===== src/hdl/mpc_pkg.sv =====
`timescale 1ns / 1ps
`default_nettype none
// ----------------------------------------------------------------------------
// mpc_pkg: shared types and constants of the multi-press classifier
// Phase codes, register indexes, reset values and the state and result
// structs passed between the top level and the step logic.
// ----------------------------------------------------------------------------
package mpc_pkg;

    // elapsed-tick counter width
    localparam int TIMER_WIDTH = 24;
    // configuration register width
    localparam int CFG_W       = 24;
    // compare width covering both the counter and the registers
    localparam int CMP_W       = (TIMER_WIDTH > CFG_W) ? TIMER_WIDTH : CFG_W;

    localparam int CFG_IDX_W   = 2;
    localparam int S_DATA_W    = 8;
    localparam int M_DATA_W    = 16;

    // register indexes
    localparam logic [CFG_IDX_W-1:0] REG_DEBOUNCE = 2'd0;
    localparam logic [CFG_IDX_W-1:0] REG_WINDOW   = 2'd1;
    localparam logic [CFG_IDX_W-1:0] REG_PAUSE    = 2'd2;

    // register reset values
    localparam logic [CFG_W-1:0] DEBOUNCE_RESET = 24'd100000;
    localparam logic [CFG_W-1:0] WINDOW_RESET   = 24'd500000;
    localparam logic [CFG_W-1:0] PAUSE_RESET    = 24'd1500000;

    typedef enum logic [2:0] {
        PH_IDLE   = 3'd0,
        PH_ONCE   = 3'd1,
        PH_TWICE  = 3'd2,
        PH_THRICE = 3'd3,
        PH_PAUSE  = 3'd4
    } phase_t;

    typedef enum logic [1:0] {
        EV_NONE   = 2'd0,
        EV_SINGLE = 2'd1,
        EV_DOUBLE = 2'd2,
        EV_TRIPLE = 2'd3
    } event_t;

    typedef struct packed {
        logic [CFG_W-1:0] debounce_ticks;
        logic [CFG_W-1:0] window_ticks;
        logic [CFG_W-1:0] pause_ticks;
    } cfg_t;

    typedef struct packed {
        phase_t                 phase;
        logic                   press_pending;
        logic [TIMER_WIDTH-1:0] elapsed_ticks;
        logic                   single_flag;
        logic                   double_flag;
        logic                   triple_flag;
    } state_t;

    typedef struct packed {
        logic                   press_ignored;
        event_t                 completed_event;
        logic                   triple_toggle;
        logic                   double_toggle;
        logic                   single_toggle;
        phase_t                 phase;
    } result_t;

endpackage
`default_nettype wire


===== src/hdl/mpc_step.sv =====
`timescale 1ns / 1ps
`default_nettype none
// ----------------------------------------------------------------------------
// mpc_step: one tick of the press latch and the phase machine
// Pure combinational next-state and result logic for one input word.
// ----------------------------------------------------------------------------
module mpc_step (
    input  mpc_pkg::state_t  st,
    input  mpc_pkg::cfg_t    cfg,
    input  logic             button_edge,
    output mpc_pkg::state_t  st_next,
    output mpc_pkg::result_t res
);
    import mpc_pkg::*;

    localparam logic [TIMER_WIDTH-1:0] CNT_MAX = {TIMER_WIDTH{1'b1}};

    logic [TIMER_WIDTH-1:0] elapsed;
    logic                   pending;
    logic [CMP_W-1:0]       elapsed_x;
    logic                   debounced;
    logic                   window_done;
    logic                   pause_done;
    logic                   ready;
    state_t                 nxt;
    event_t                 ev;
    logic                   ignored;

    // press latch and saturating elapsed counter
    always_comb begin
        pending = st.press_pending;
        elapsed = st.elapsed_ticks;
        if (button_edge && !st.press_pending) begin
            pending = 1'b1;
            elapsed = '0;
        end else if (st.elapsed_ticks != CNT_MAX) begin
            elapsed = st.elapsed_ticks + TIMER_WIDTH'(1);
        end
    end

    // compares against the updated counter
    assign elapsed_x   = CMP_W'(elapsed);
    assign debounced   = elapsed_x >= CMP_W'(cfg.debounce_ticks);
    assign window_done = elapsed_x >= CMP_W'(cfg.window_ticks);
    assign pause_done  = elapsed_x >= CMP_W'(cfg.pause_ticks);
    assign ready       = pending && debounced;

    // phase machine
    always_comb begin
        nxt               = st;
        nxt.press_pending = pending;
        nxt.elapsed_ticks = elapsed;
        ev                = EV_NONE;
        ignored           = 1'b0;
        case (st.phase)
            PH_IDLE: begin
                if (ready) begin
                    nxt.press_pending = 1'b0;
                    nxt.phase         = PH_ONCE;
                end
            end
            PH_ONCE: begin
                if (ready) begin
                    nxt.press_pending = 1'b0;
                    nxt.phase         = PH_TWICE;
                end else if (window_done) begin
                    // a press still inside its debounce time stays pending
                    nxt.single_flag = !st.single_flag;
                    ev              = EV_SINGLE;
                    nxt.phase       = PH_PAUSE;
                end
            end
            PH_TWICE: begin
                if (ready) begin
                    nxt.press_pending = 1'b0;
                    nxt.phase         = PH_THRICE;
                end else if (window_done) begin
                    nxt.press_pending = 1'b0;
                    nxt.double_flag   = !st.double_flag;
                    ev                = EV_DOUBLE;
                    nxt.phase         = PH_PAUSE;
                end
            end
            PH_THRICE: begin
                if (window_done) begin
                    nxt.press_pending = 1'b0;
                    nxt.triple_flag   = !st.triple_flag;
                    ev                = EV_TRIPLE;
                    nxt.phase         = PH_PAUSE;
                end
            end
            default: begin
                // pause: drop presses, return to idle once quiet long enough
                nxt.phase = PH_PAUSE;
                if (pending) begin
                    nxt.press_pending = 1'b0;
                    ignored           = 1'b1;
                end else if (pause_done) begin
                    nxt.phase = PH_IDLE;
                end
            end
        endcase
    end

    assign st_next = nxt;

    assign res.phase           = nxt.phase;
    assign res.single_toggle   = nxt.single_flag;
    assign res.double_toggle   = nxt.double_flag;
    assign res.triple_toggle   = nxt.triple_flag;
    assign res.completed_event = ev;
    assign res.press_ignored   = ignored;

endmodule
`default_nettype wire


===== src/hdl/multi_press_classifier.sv =====
`timescale 1ns / 1ps
`default_nettype none
// ----------------------------------------------------------------------------
// multi_press_classifier: single / double / triple button-press classifier
//
// Each input word on the s_ channel is one time tick with a button
// falling-edge flag. Each accepted word yields exactly one result word on
// the m_ channel: the phase after the tick, the three toggle flags, the
// press completed this tick and a flag for a press dropped during pause.
// The result is in the output register on the cycle after the input word is
// accepted. Throughput is one word per cycle when the receiver does not
// stall; the whole tick is one pass through the latch, counter compares and
// phase machine between the state registers and the output register.
// When the receiver stalls, the result is held and s_tready drops until
// the result is taken; a new word is taken in the same cycle the held one
// leaves. The cfg_ channel writes the debounce, window and pause times and
// is always ready; write it only while the block is idle.
// Reset (aresetn low, synchronous) restores the default times, returns the
// machine to idle, clears the counter, pending press and toggle flags, and
// empties the output register.
// ----------------------------------------------------------------------------
module multi_press_classifier (
    input  wire                                aclk,
    input  wire                                aresetn,
    // input stream
    input  wire                                s_tvalid,
    output logic                               s_tready,
    input  wire  [mpc_pkg::S_DATA_W-1:0]       s_tdata,   // [0] button_edge
    // result stream
    output logic                               m_tvalid,
    input  wire                                m_tready,
    // [2:0] phase, [3] single_toggle, [4] double_toggle, [5] triple_toggle,
    // [7:6] completed_event, [8] press_ignored
    output logic [mpc_pkg::M_DATA_W-1:0]       m_tdata,
    // configuration writes
    input  wire                                cfg_valid,
    output logic                               cfg_ready,
    input  wire  [mpc_pkg::CFG_IDX_W-1:0]      cfg_index,
    input  wire  [mpc_pkg::CFG_W-1:0]          cfg_data
);
    import mpc_pkg::*;

    cfg_t    cfg_reg;
    state_t  st_reg;
    state_t  st_next;
    result_t res_next;
    result_t res_reg;
    logic    m_tvalid_reg;
    logic    s_accept;
    logic    m_accept;
    logic    cfg_accept;

    assign s_tready   = !m_tvalid_reg || m_tready;
    assign s_accept   = s_tvalid && s_tready;
    assign m_accept   = m_tvalid_reg && m_tready;
    assign cfg_ready  = 1'b1;
    assign cfg_accept = cfg_valid && cfg_ready;

    // configuration registers
    always_ff @(posedge aclk) begin
        if (!aresetn) begin
            cfg_reg.debounce_ticks <= DEBOUNCE_RESET;
            cfg_reg.window_ticks   <= WINDOW_RESET;
            cfg_reg.pause_ticks    <= PAUSE_RESET;
        end else if (cfg_accept) begin
            case (cfg_index)
                REG_DEBOUNCE: cfg_reg.debounce_ticks <= cfg_data;
                REG_WINDOW:   cfg_reg.window_ticks   <= cfg_data;
                REG_PAUSE:    cfg_reg.pause_ticks    <= cfg_data;
                default:      ;
            endcase
        end
    end

    // one tick of classification
    mpc_step u_step (
        .st          (st_reg),
        .cfg         (cfg_reg),
        .button_edge (s_tdata[0]),
        .st_next     (st_next),
        .res         (res_next)
    );

    // classifier state
    always_ff @(posedge aclk) begin
        if (!aresetn) begin
            st_reg.phase         <= PH_IDLE;
            st_reg.press_pending <= 1'b0;
            st_reg.elapsed_ticks <= '0;
            st_reg.single_flag   <= 1'b0;
            st_reg.double_flag   <= 1'b0;
            st_reg.triple_flag   <= 1'b0;
        end else if (s_accept) begin
            st_reg <= st_next;
        end
    end

    // output register
    always_ff @(posedge aclk) begin
        if (!aresetn) begin
            m_tvalid_reg <= 1'b0;
        end else if (s_accept) begin
            m_tvalid_reg <= 1'b1;
        end else if (m_accept) begin
            m_tvalid_reg <= 1'b0;
        end
    end

    always_ff @(posedge aclk) begin
        if (s_accept) begin
            res_reg <= res_next;
        end
    end

    assign m_tvalid = m_tvalid_reg;
    assign m_tdata  = M_DATA_W'(res_reg);

`ifndef SYNTHESIS
    // a completed press always lands in pause
    a_event_pause: assert property (@(posedge aclk) disable iff (!aresetn)
        (m_tvalid_reg && res_reg.completed_event != EV_NONE)
        |-> res_reg.phase == PH_PAUSE)
        else $error("completed press without pause phase");

    // a dropped press only happens in pause and never with a completion
    a_ignored_pause: assert property (@(posedge aclk) disable iff (!aresetn)
        (m_tvalid_reg && res_reg.press_ignored)
        |-> (res_reg.phase == PH_PAUSE && res_reg.completed_event == EV_NONE))
        else $error("press dropped outside pause");

    // every accepted tick produces a result word in the next cycle
    a_result_follows: assert property (@(posedge aclk) disable iff (!aresetn)
        s_accept |=> m_tvalid_reg)
        else $error("accepted tick produced no result");

    // the single flag flips exactly when a single press completes
    a_single_flip: assert property (@(posedge aclk) disable iff (!aresetn)
        s_accept |=> ((st_reg.single_flag != $past(st_reg.single_flag))
                      == (res_reg.completed_event == EV_SINGLE)))
        else $error("single flag out of step with completions");
`endif

endmodule
`default_nettype wire


===== config.mk =====
export PLATFORM = sky130hd
export DESIGN_NAME = multi_press_classifier
export DESIGN_NICKNAME = d
export VERILOG_FILES = /design/src/hdl/mpc_pkg.sv /design/src/hdl/mpc_step.sv /design/src/hdl/multi_press_classifier.sv
export SDC_FILE = /design/constraint.sdc
export NUM_CORES = 1
export LEC_CHECK = 0
export BUFFER_PORTS_ARGS = -buffer_cell sky130_fd_sc_hd__buf_2
export CAP_MARGIN = 20
export CORE_MARGIN = 2
export CORE_UTILIZATION = 25
export CTS_CLUSTER_DIAMETER = 50
export DETAILED_ROUTE_END_ITERATION = 10
export PLACE_DENSITY = 0.47
export SLEW_MARGIN = 20
export SYNTH_ARGS = -nofsm -noshare
export SYNTH_HDL_FRONTEND = slang
export SYNTH_SLANG_ARGS = --single-unit

===== constraint.sdc =====
create_clock -name aclk -period 8.1 [get_ports aclk]
set_input_delay 0.405 -clock aclk [delete_from_list [all_inputs] [get_ports aclk]]
set_output_delay 0.405 -clock aclk [all_outputs]
set_load 0.02 [all_outputs]

==> summary.txt, run 1 <==
Outcome
  • Outcome: finished, final reports clean

Critical path
  • Crit path launch type: flop
  • Worst setup EP type: flop
  • Crit-path max FO: 6
  • Worst path max stage delay: between 0.4 and 0.5 ns
  • Critical path class: reg -> reg
  • Worst EP arrival: 5.06 ns
  • CP required: 8.27 ns
  • Critical-path cell list: ha_1 -> nand4_1 -> nor4_1 -> nand3_1 -> nand4_1 -> nor2_1 -> nand3_1 -> xor2_1 -> nor2_1 -> ha_1 -> a21oi_1 -> nand2_1 -> a211o_1 -> o221ai_1 -> a22oi_2 -> o21ai_1 -> nor3_1 -> xor2_1
  • CP max-delay cell: o221ai_1

Synthesis
  • Post-synth top area cell: dfxtp_1
  • Register area share after synthesis: 35.0%
  • Number of synthesized register bits: between 100 and 150
  • Number of synthesized flops with an enable pin: 9
  • Mapped Avg Cell Area: 7.85 um^2
  • Syn. warnings: 0
  • Main area contributors after synthesis: dfxtp_1, ha_1, nand2_1, a21oi_1, inv_1
  • Ys flop type: dfxtp_1
  • Post-synthesis cell area: around 6700 um^2
  • List of most frequent post-synthesis cells: nand2_1, dfxtp_1, a21oi_1, inv_1, ha_1
  • Post-synth cell types: slightly below 70
  • Most numerous cell in the Yosys netlist: nand2_1
  • Synth top area share: 31.0%
  • Syn Inst Count: ~860
  • FFs w/ async S/R, synth: 0%

Floorplanning
  • Die W: 168 um
  • Die Ht: 168 um
  • Die area: 28,200 um^2
  • Initial Util: 25.2%
  • Core Region: around 27,000 um^2
  • # IOs: 58
  • # rows: 60

CTS
  • H-tree depth: 4
  • Inserted Clock Buffers: 17
  • Clock slew seen by the registers of the worst setup and hold paths: about 0.060 ns
  • Longest Clk Path Bufs: 2
  • Cts repair resizes: 0
  • Clk_lat worst skew: about 0.42 ns
  • Hold buffer count at cts: 0
  • CTS tree: built
  • Post-CTS Setup Inserts: 0
  • Clk sinks: 113
  • Clock root buffer: clkbuf_16

Detailed routing
  • Post-DR vias/cell: approximately 4.7
  • Number of remaining DRC errors: 0
  • Drt pass-1 iters: 5
  • Antenna-violating nets left: 0
  • Routed vias: slightly below 6,000
  • Initial drt markers: 280
  • Final WL: ~18 mm
  • Routed wire per std cell: 14.4 um

Timing
  • Final setup viols: 0
  • Final period util: 60.4%
  • Final period demand of the worst path: between 4 and 5 ns
  • RSZ-0062 raised after global routing: false
  • Final setup TNS: 0 ns
  • Max Slew Vio Count: 0
  • Relative slew margins: a little over a third
  • Clock Skew: 0.00899 ns
  • Max Fclk: 204 MHz
  • Slew at the pin closest to its max-slew limit: 0.959 ns
  • Hold slack: 0.227 ns
  • Final Hold Viols: 0

Cells and area
  • Finished Layout Cells: 1,235
  • Multi-input logic area: about 3900 um^2
  • Synth-to-Final Area Change: 15.8%
  • Storage cell area: 2350 um^2
  • Final Core Density: 29.2%
  • Antenna Cells: 0
  • Max FFs per register: 72
  • FILL cells: 2,832
  • Layout Nets: 990
  • Layout cells sized above 1: 11.2%

Placement
  • Detail Placement HPWL: 12.5 mm
  • Port Buf Inserts: 42
  • GPL Wtd Cong: 0.762
  • Dpl cells: 1,203

Flow run
  • Max cap viols: 0

Power and ir drop
  • Leakage: 3.12 nW
  • Peak supply drop: 0.000133 V
  • Pwr/cell area: 189 nW/um^2

Global route
  • Number of global-route vias before repair: 5,560
  • Initial antenna violation count: 0
  • Largest net degree at the start of global routing: 79
  • First-pass GRT wire length: 29.5 mm
  • GRT Util Overall: 13.2%
  • Residual overflow from global routing: 0

Min path
  • Min-Delay Path Class: in -> reg
[cell usage in the layout, fill, tap and decap left out, types with 5 or more instances in the layout]
master / Yosys / routed
a211oi_1: 9 / 9
a21o_1: 11 / 11
a21oi_1: 94 / 94
and3_1: 6 / 6
and4_1: 5 / 5
buf_2: 1 / 42
buf_4: 8 / 6
clkbuf_16: 0 / 17
clkinv_2: 0 / 5
conb_1: 2 / 8
dfxtp_1: 104 / 104
edfxtp_1: 9 / 9
ha_1: 70 / 70
inv_1: 74 / 73
nand2_1: 178 / 178
nand2b_1: 6 / 6
nand3_1: 19 / 19
nand4_1: 12 / 12
nor2_1: 47 / 46
nor3_1: 10 / 10
nor4_1: 5 / 5
o211ai_1: 29 / 29
o21a_1: 6 / 6
o21ai_0: 27 / 27
or3_1: 7 / 7
xnor2_1: 8 / 8
xor2_1: 15 / 15
[critical path: cells and delay by family (launching register included)]
family / cells / cell delay [ns]
AND/OR/NAND/NOR: 9 / 1.81
AO/OA/AOI/OAI: 5 / 1.49
adder cells (fa/ha/maj): 2 / 0.62
flip-flops: 1 / 0.39
XOR/XNOR: 2 / 0.33
[power by group]
part           switching, mW  total, mW  internal (mW)
Clock                  0.283      0.764          0.481
Sequential           0.00780      0.589          0.581
Combinational         0.0818      0.120         0.0378
[worst paths after layout]
check / startpoint / end / slack [ns] / depth (start not counted)
setup / recovery: st_reg[3] / m_tdata[3] / 3.21 / 18
hold reg to reg: cfg_reg[19] / cfg_reg[19] / 0.45 / 2
setup reg to reg: st_reg[3] / m_tdata[3] / 3.21 / 18
hold / removal: s_tvalid / m_tvalid / 0.23 / 3
[cell families (layout without fill, tap and decap cells)]
family | after synthesis | after routing | share of synthesized area (%)
simple gates | 316 | 316 | 21.4
compound gates | 206 | 206 | 19.0
buf+inv | 122 | 154 | 7.76
flops | 113 | 113 | 35.0
fa+ha+maj | 71 | 71 | 13.2
xor+xnor | 23 | 23 | 3.00
mux | 3 | 3 | 0.447
other cells | 2 | 8 | 0.112
[layer usage]
layer / share of wire (%) / vias to the layer above / global-route usage, %
met5: 0 / - / 0
li1: - / 3005 / -
met3: 3.0 / 13 / 2.44
met4: 1.1 / 0 / 4.05
met1: 51 / 2699 / 17.9
met2: 45 / 82 / 21.3
[through the flow]
| step | setup WS (ns) | power [mW] | cell area, um^2 |
|---|---|---|---|
| after floorplan | 3.95 | 0.684 | 6740 |
| final | 3.21 | 1.47 | 7780 |
| after global placement | 3.31 | 0.721 | 7190 |
| after CTS | 3.24 | 1.49 | 7780 |
| after detailed placement | 3.25 | 0.722 | 7190 |
| after global routing | 2.56 | 1.54 | 7780 |
[final cells by class]
cell class                      count  share of cell area [%]
Clock buffer                       18                    5.51
Clock inverter                     14                    2.14
Inverter                           74                    3.58
Multi-Input combinational cell    627                    49.8
Sequential cell                   113                    30.2
Tap cell                          341                    5.48
Timing Repair Buffer               48                    3.28
No activity file was read; power rests on OpenSTA's default activity.
==> inputs of run 2 (changes only) <==
Clock period 8.1 ns to 5.1 ns, I/O delays scaled along.
==> run 2 against run 1 <==
Net effect:
- sequential cell count stayed put
- core utilization is 0.25 points higher
- worst hold slack worse by 0.15 ns
- final area is 0.85% higher
- count of clock-buffer cells in the layout is 1 lower
- cell count is 0.49% higher
==> summary.txt, run 2 (synthesis gave the netlist of run 1 again) <==
Global route
  • Initial antenna violation count: 0 (unchanged)
  • First-pass GRT wire length: 29.4 mm (-0.51%)
  • GRT Util Overall: 13.1% (-0.11 points)
  • Largest net degree at the start of global routing: 45 (-43%)
  • Residual overflow from global routing: 0 (unchanged)
  • Number of global-route vias before repair: 5,624 (+1.2%)

Detailed routing
  • Routed wire per std cell: 14.3 um (-0.60%)
  • Final WL: 17.8 mm (-0.12%)
  • Post-DR vias/cell: 4.63 (-1.3%)
  • Drt pass-1 iters: 4 (-1)
  • Routed vias: 5,750 (-0.84%)
  • Number of remaining DRC errors: 0 (unchanged)
  • Antenna-violating nets left: 0 (unchanged)
  • Initial drt markers: 282 (+0.71%)

Timing
  • Max Slew Vio Count: 0 (unchanged)
  • Final setup viols: 0 (unchanged)
  • Final period util: 90.0% (+30 points)
  • Final Hold Viols: 0 (unchanged)
  • Clock Skew: 0.0138 ns (+0.00483 ns)
  • Slack of the critical path: 0.512 ns (-2.69 ns)
  • Slew at the pin closest to its max-slew limit: 0.870 ns (-0.0895 ns)
  • Max Fclk: 218 MHz (+6.7%)
  • Final setup TNS: 0 ns (unchanged)
  • Final period demand of the worst path: 4.59 ns (-0.306 ns)
  • Relative slew margins: 41.8% (+5.8 points)
  • RSZ-0062 raised after global routing: false

Min path
  • Hold depth: 3 (unchanged)
  • Min-Delay Path Class: in -> reg
  • Hold Path Origin: s_tvalid

CTS
  • Clock root buffer: clkbuf_16
  • Inserted Clock Buffers: 17 (unchanged)
  • Post-CTS Setup Inserts: 0 (unchanged)
  • Hold buffer count at cts: 0 (unchanged)
  • Clk sinks: 113 (unchanged)
  • Longest Clk Path Bufs: 2 (unchanged)
  • H-tree depth: 4 (unchanged)
  • Clk_lat worst skew: 0.42 ns (about the same)
  • CTS tree: built
  • Cts repair resizes: 0 (unchanged)
  • Clock slew seen by the registers of the worst setup and hold paths: 0.06 ns (about the same)

Cells and area
  • Final Core Density: 29.5% (+0.25 points)
  • Synth-to-Final Area Change: 16.8%
  • Layout cells sized above 1: 11.7% (+0.48 points)
  • Design area: 7850 um^2 (+0.85%)
  • Finished Layout Cells: 1,241 (+0.49%)
  • FILL cells: 2,863 (+1.1%)
  • Leading cell type in the layout, fill and taps excluded: nand2_1
  • Max FFs per register: 72 (unchanged)
  • Most frequent cells in the layout: nand2_1, dfxtp_1, a21oi_1
  • Layout Nets: 996 (+0.61%)
  • Antenna Cells: 0 (unchanged)

Critical path
  • Worst EP arrival: 4.77 ns (-0.29 ns)
  • Critical path class: reg -> reg
  • Worst R2R Setup Slack: 0.51 ns (-2.69 ns)
  • Start point of the critical path: st_reg[3]
  • R2r worst-path depth: 17 (-1)
  • Crit path launch type: flop
  • CP required: 5.28 ns (-2.99 ns)
  • Crit-path max FO: 9 (+3)
  • Worst setup EP type: flop
  • R2R Path Start: st_reg[3]

Flow run
  • Max cap viols: 0 (unchanged)

Placement
  • Detail Placement HPWL: 12.7 mm (+1.5%)
  • Dpl cells: 1,209 (+0.50%)
  • Port Buf Inserts: 42 (unchanged)
  • DP Area: 7230 um^2 (+0.63%)
  • GPL Wtd Cong: 0.746 (-2.1%)
  • Pre-CTS worst setup slack: 0.522 ns (-2.73 ns)

Floorplanning
  • Die area: 28,200 um^2 (unchanged)
  • # rows: 60 (unchanged)
  • Core Region: 26,700 um^2 (unchanged)
  • Die W: 168 um (unchanged)
  • Initial Util: 25.2% (unchanged)
  • Die Ht: 168 um (unchanged)
  • # IOs: 58 (unchanged)

Power and ir drop
  • Leakage: 3.16 nW (+1.4%)
  • Peak supply drop: 0.000136 V (+2.7%)
  • Pwr/cell area: 304 nW/um^2 (+61%)

Outcome
  • Outcome: finished, final reports clean
==> run 2: report_power, final <==
group	total (mW)	switching, mW	internal [mW]
Combinational	0.191	0.130	0.0608
Clock	1.26	0.445	0.813
Sequential	0.936	0.0125	0.924
==> run 2: metal layers <==
layer,vias to the layer above,GRT usage (%),part of all wire [%]
met5,-,0,0
met2,82,21.1,46
met3,11,2.66,4.5
met4,0,3.86,0.79
met1,2653,17.7,49
li1,3004,-,-
==> run 2: stage by stage <==
step | total power [mW] | hold WS (ns)
after CTS | 2.42 | 0.0647
after detailed placement | 1.15 | 0.447
after global routing | 2.49 | 0.0703
final | 2.39 | 0.0758
after global placement | 1.15 | 0.443
after floorplan | 1.09 | 0.379
==> run 2: path summary, 6_finish.rpt <==
check                 to
min             m_tvalid
min reg2reg  cfg_reg[69]
max reg2reg   m_tdata[4]
max           m_tdata[4]
==> run 2: area by class of cell <==
cell class	instances	area, um^2	share of cell area (%)
sequential	113	2350	30.0
inverter	74	279	3.55
tap	341	427	5.43
timing repair buffer	54	300	3.82
clock buffer	17	425	5.42
clock inverter	15	191	2.44
multi-input combinational	627	3880	49.4
==> run 2: worst max-delay path: stages (launching register included) <==
cell	delay [ns]
dfxtp_1	0.38
ha_1	0.28
nand4_1	0.14
nor4_1	0.46
a31o_2	0.37
nor4_2	0.08
nand3_1	0.14
xor2_1	0.27
nor2_1	0.12
ha_1	0.33
and4_1	0.19
o211a_1	0.13
a221o_1	0.31
a21o_2	0.26
a21boi_2	0.22
a21oi_2	0.15
or3_1	0.35
xnor2_1	0.13
